==> src/hdl/psbc_pkg.sv <==
`timescale 1ns / 1ps
// ----------------------------------------------------------------------------
// Path safety byte checker package
// Shared types and constants for the checker, its classifier and its configuration channel.
// ----------------------------------------------------------------------------
package psbc_pkg;

  // Configuration channel layout.
  localparam int unsigned CFG_INDEX_W = 2;
  localparam int unsigned CFG_DATA_W  = 21;

  // Configuration register indexes.
  localparam logic [CFG_INDEX_W-1:0] REG_WINDOWS_MODE = 2'd0;
  localparam logic [CFG_INDEX_W-1:0] REG_MAX_LENGTH   = 2'd1;

  // Length limit after reset: one mebibyte.
  localparam logic [CFG_DATA_W-1:0] MAX_LENGTH_RESET = 21'd1048576;

  // Code for the terminating byte of a string.
  localparam logic [7:0] BYTE_END = 8'h00;

  // Bound on the first continuation byte of a multi-byte sequence.
  typedef enum logic [2:0] {
    RULE_NONE   = 3'd0,
    RULE_MIN_A0 = 3'd1,
    RULE_MAX_9F = 3'd2,
    RULE_MIN_90 = 3'd3,
    RULE_MAX_8F = 3'd4
  } cont_rule_t;

  // Kind of the previous byte, for the dot-dot and slash-slash checks.
  typedef enum logic [1:0] {
    KIND_OTHER = 2'd0,
    KIND_DOT   = 2'd1,
    KIND_SLASH = 2'd2
  } byte_kind_t;

  // Everything the string state needs to know about one byte.
  typedef struct packed {
    logic       bad_char;     // forbidden punctuation or control byte
    logic       is_backslash; // allowed only in Windows mode
    byte_kind_t kind;
    logic       is_ascii;     // 0x00 .. 0x7F
    logic       is_cont;      // 10xx_xxxx
    logic       ge_a0;
    logic       ge_90;
    logic       lead_bad;     // non-ASCII byte that cannot start a sequence
    logic [1:0] lead_len;     // continuation bytes that follow a valid lead
    cont_rule_t lead_rule;
  } byte_class_t;

endpackage

==> src/hdl/psbc_byte_class.sv <==
`timescale 1ns / 1ps
// ----------------------------------------------------------------------------
// Byte classifier
// Decodes one path byte into character and UTF-8 lead/continuation classes.
// ----------------------------------------------------------------------------
module psbc_byte_class
  import psbc_pkg::*;
(
  input  logic [7:0]  byte_in,
  output byte_class_t cls
);

  always_comb begin
    cls = '0;

    // Forbidden shell punctuation; backslash is flagged apart.
    case (byte_in)
      8'h3B, 8'h7C, 8'h26, 8'h3C, 8'h3E, 8'h60,
      8'h24, 8'h7B, 8'h7D, 8'h5B, 8'h5D, 8'h21: cls.bad_char = 1'b1;
      default: cls.bad_char = 1'b0;
    endcase
    cls.is_backslash = (byte_in == 8'h5C);

    // Control bytes other than tab, LF and CR; 0x80 and above never count.
    if ((byte_in < 8'h20 || byte_in == 8'h7F) &&
        byte_in != 8'h09 && byte_in != 8'h0A && byte_in != 8'h0D) begin
      cls.bad_char = 1'b1;
    end

    if (byte_in == 8'h2E) begin
      cls.kind = KIND_DOT;
    end else if (byte_in == 8'h2F) begin
      cls.kind = KIND_SLASH;
    end else begin
      cls.kind = KIND_OTHER;
    end

    // UTF-8 classes.
    cls.is_ascii = ~byte_in[7];
    cls.is_cont  = (byte_in[7:6] == 2'b10);
    cls.ge_a0    = (byte_in >= 8'hA0);
    cls.ge_90    = (byte_in >= 8'h90);

    cls.lead_rule = RULE_NONE;
    cls.lead_len  = 2'd0;
    if (byte_in >= 8'hC2 && byte_in <= 8'hDF) begin
      cls.lead_len = 2'd1;
    end else if (byte_in[7:4] == 4'hE) begin
      cls.lead_len = 2'd2;
      if (byte_in == 8'hE0) begin
        cls.lead_rule = RULE_MIN_A0;
      end else if (byte_in == 8'hED) begin
        cls.lead_rule = RULE_MAX_9F;
      end
    end else if (byte_in >= 8'hF0 && byte_in <= 8'hF4) begin
      cls.lead_len = 2'd3;
      if (byte_in == 8'hF0) begin
        cls.lead_rule = RULE_MIN_90;
      end else if (byte_in == 8'hF4) begin
        cls.lead_rule = RULE_MAX_8F;
      end
    end
    // Stray continuations, 0xC0, 0xC1 and 0xF5 and up cannot start a sequence.
    cls.lead_bad = byte_in[7] && (cls.lead_len == 2'd0);
  end

endmodule

==> config.mk <==
export PLATFORM = sky130hd
export DESIGN_NAME = psbc_byte_class
export DESIGN_NICKNAME = d
export VERILOG_FILES = /design/src/hdl/psbc_pkg.sv /design/src/hdl/psbc_byte_class.sv
export SDC_FILE = /design/constraint.sdc
export NUM_CORES = 1
export LEC_CHECK = 0
export BUFFER_PORTS_ARGS = -buffer_cell sky130_fd_sc_hd__buf_2
export CAP_MARGIN = 30
export CORE_AREA = 5 5 42 44
export DETAILED_ROUTE_END_ITERATION = 12
export DIE_AREA = 0 0 47 49
export SLEW_MARGIN = 20
export SYNTH_ARGS = -nofsm -noshare
export SYNTH_HDL_FRONTEND = slang
export SYNTH_SLANG_ARGS = --single-unit
==> constraint.sdc <==
create_clock -name vclk -period 1.4
set_input_delay 0.14 -clock vclk [all_inputs]
set_output_delay 0.14 -clock vclk [all_outputs]
set_load 0.01 [all_outputs]
After elaboration in Yosys (flattened, before gate mapping)
Cells that the tools add are included.
Operators by class
  $add $sub $neg: 0
  multipliers: 0
  divide/modulo/power cells: 0
  $lt $le $gt $ge: 7
  equal/unequal tests: 25
  shift-type cells: 0
  mux-type cells: 12
  bitwise logic cells: 1
  reduce and logical (&&, ||, !) cells: 9
Operator list (count)
  == test 8 x 6 -> 1 bit (second input constant): 8
  == test 8 x 7 -> 1 bit (second input constant): 8
  == test 8 bit (second input constant): 4
  greater-or-equal comparator 8 bit (second input constant): 4
  inequality test 8 x 4 -> 1 bit (second input constant): 3
  less-or-equal comparator 8 bit (second input constant): 2
  OR reduction 12 bit: 1
  two-way mux 2 bit: 5
  two-way mux 5 bit: 2
  two-way mux 3 bit: 3
  less-than comparator 8 x 6 -> 1 bit (second input constant): 1
  logical AND 1 bit: 6
  == test 4 bit (second input constant): 1
  == test 2 bit (second input constant): 1
  zero test 2 bit: 1
  two-way mux 1 bit: 2
  logical OR 1 bit: 1
  NOT 1 bit: 1
Storage, ports and cells
  register bits after elaboration: 0
  latch bits: 0
  RAM bits: 0
  memory bits (read-only): 0
  input port bits: 8
  output and inout bits: 14
  memories: 0

Logic depth before layout (Yosys ltp)
  word-level depth: 8
  depth in mapped cells: 6

Worst setup path before layout
Ideal clock, no wire load.
  path kind: input -> output
  start: input port byte_in[1]
  end: output port cls[5] in the netlist's numbering
  arrival time: 1.061 ns
  setup slack: 0.199 ns
  stages on the path: 5
  buffers on the path: 1
  cells stage by stage: buf_6 -> or2_4 -> a21o_1 -> a21oi_1 -> nor2_1
RTL lines
  start, declared: line psbc_byte_class.sv:9  | input logic [7:0] byte_in,
  end, declared: line psbc_byte_class.sv:10  | output byte_class_t cls

==> key figures <==
Timing
  – Fin crit period: 1.30 ns
  – Max-slew headroom: 82.1%
  – Minimum hold slack: 0.600 ns
  – Final hold violations: 0
  – Worst Setup Slack, final: 0.0993 ns
  – Crit share post-route: 92.9%
  – Worst Tran Pin Value: 0.267 ns
  – Max Slew Vio Count: 0
  – Fmax: 769 MHz
  – Final-report setup violation count: 0

Synth
  – Synth Area per Inst: 6.08 um2
  – Count of cell types in the netlist: 27
  – Post-synthesis sequential area ratio: 0%
  – Yosys Warn Count: 0
  – Post-synthesis instance area: 347 um2
  – Post-Synthesis Cells: 57
  – Syn_nets: 65

Worst setup path
  – CP Launch Type: input pin
  – WP data arrival: 1.16 ns
  – CP max stage delay: 0.26 ns
  – Top Family by Delay on Critical Path: simple AND/OR/NAND/NOR gates
  – Worst path cell trace: buf_2, or2_4, a21o_1, o22ai_1, and3_1, buf_2
  – CP max stage cell: or2_4
  – Crit-path max FO: 8
  – Critical path class: in -> out
  – CP dominant cell by count: buf_2
  – Setup crit end kind: primary output
  – Critical Path RT: 1.26 ns
  – Buf/Inv on CP: 2

Pwr
  – Sw power: 74.8 uW
  – Reg power frac: 0%
  – Power per cell area: 253 nW/um2
  – Total power: 127 uW
  – Clk pwr share: 0%
  – Combinational Power Share: 100.0%
  – Int Pwr: 51.8 uW
  – Net Sw Frac: 59.1%
  – Worst vdd ir: 0.0749 mV
  – Cell leakage power: 0.000232 uW

Global route
  – Initial antenna violation count: 0
  – GRT Total Usage: 9.89%
  – First-pass GRT wire length: 1860 um
  – Pin count of the biggest net entering global routing: 13
  – Overflow after GRT: 0
  – Vias in the first global route: 424

Floorplanning
  – Core area: 1400 um2
  – Die ar.: 2300 um2
  – Site Rows: 14
  – Die width: 47 um
  – Ports: 22
  – Initial core utilization: 24.7%
  – Die H: 49 um

Final layout
  – Seq. cell area: 0 um2
  – Most common cell after layout, fill and taps aside: buf_2
  – Final net count: 88
  – # clk buffers: 0
  – # diodes: 0
  – Post-layout util: 35.7%
  – Post-route insts no fill: 94
  – Seq cells: 0
  – Share of cells above drive strength 1: 44.9%
  – Most frequent cells in the layout: 20 x buf_2, 9 x nor2_1, 4 x nand2_1
  – P&R area growth vs syn: 44.4%

Clock network
  – Post-CTS Setup Bufs: 0
  – Cts repair resizes: 0
  – Count of hold-fix buffers inserted at cts: 0

Route
  – Average wire per standard cell: 12.7 um
  – Routed Wire Length: 1190 um
  – Starting DRT DRC Count: 5
  – Drt drc: 0
  – Vias per inst: 5.27
  – Drt pass-1 iters: 4
  – Routed Antenna Nets: 0
  – Vias: 495

Status
  – Outcome: complete, no violations

Worst hold path
  – HP Class: in -> out
  – Count of cells along the worst hold path: 3
  – Hold EP: cls[8]
  – Hold path start: byte_in[6]

Placed design
  – Dpl ws: 0.0466 ns
  – Input/output buffers: 22
  – Placed Cells: 94
  – Placer congestion estimate: 0.815
  – DP HPWL: 879 um

Flow run
  – Maxcap violations: 0
cells in the mapped netlist (all sizes together) (2+ instances only):
library cell  instances  share of area (%)
nor3                  5                 10
nor2                  9                9.7
o21ai                 3                4.3
nand4                 2                3.6
and2                  2                4.3
inv                   4                4.3
nor2b                 2                3.6
or2                   2                5.1
nand2                 5                6.1
nand3                 3                4.3
buf                   3                7.6
a32oi                 3                7.6
a21oi                 4                5.8
logic make-up after synthesis:
logic type	count (synthesis)	share of synthesized area (%)
and+or+nand+nor	36	61.7
AOI/OAI and AO/OA	14	26.4
buffers and inverters	7	11.9
final cells by class:
class / count / area (um2)
inverter: 4 / 15.0
tap: 16 / 20.0
fill: 166 / 901
timing repair buffer: 24 / 134
multi-input combinational: 50 / 332
worst max-delay path by stage:
stage                           from       to  cells after the start
after global routing      byte_in[6]  cls[13]                      7
final                     byte_in[0]   cls[3]                      6
after detailed placement  byte_in[4]  cls[13]                      7
after floorplan           byte_in[1]   cls[5]                      5
after CTS                 byte_in[4]  cls[13]                      7
after global placement    byte_in[4]  cls[13]                      7
per-stage QoR:
stage	TNS, ns	area, um2
6_report	0	500
3_3_place_gp	0	465
2_1_floorplan	0	347
4_1_cts	0	465
3_5_place_dp	0	465
5_1_grt	-0.0145	500
power groups by stage:
| stage | registers [uW] | clock network [uW] | logic [uW] |
|---|---|---|---|
| after global placement | 0 | 0 | 116 |
| after global routing | 0 | 0 | 142 |
| after detailed placement | 0 | 0 | 116 |
| after floorplan | 0 | 0 | 69.8 |
| final | 0 | 0 | 127 |
| after CTS | 0 | 0 | 116 |
per-layer routing:
layer	GRT usage [%]	up-vias	wire, um	part of all wire, %
met1	15.2	224	508	43
met2	15.4	17	566	47
li1	-	254	-	-
met4	0	0	0	0
met5	0	-	0	0
met3	1.11	0	119	10
(Power assumes the default switching activity.)
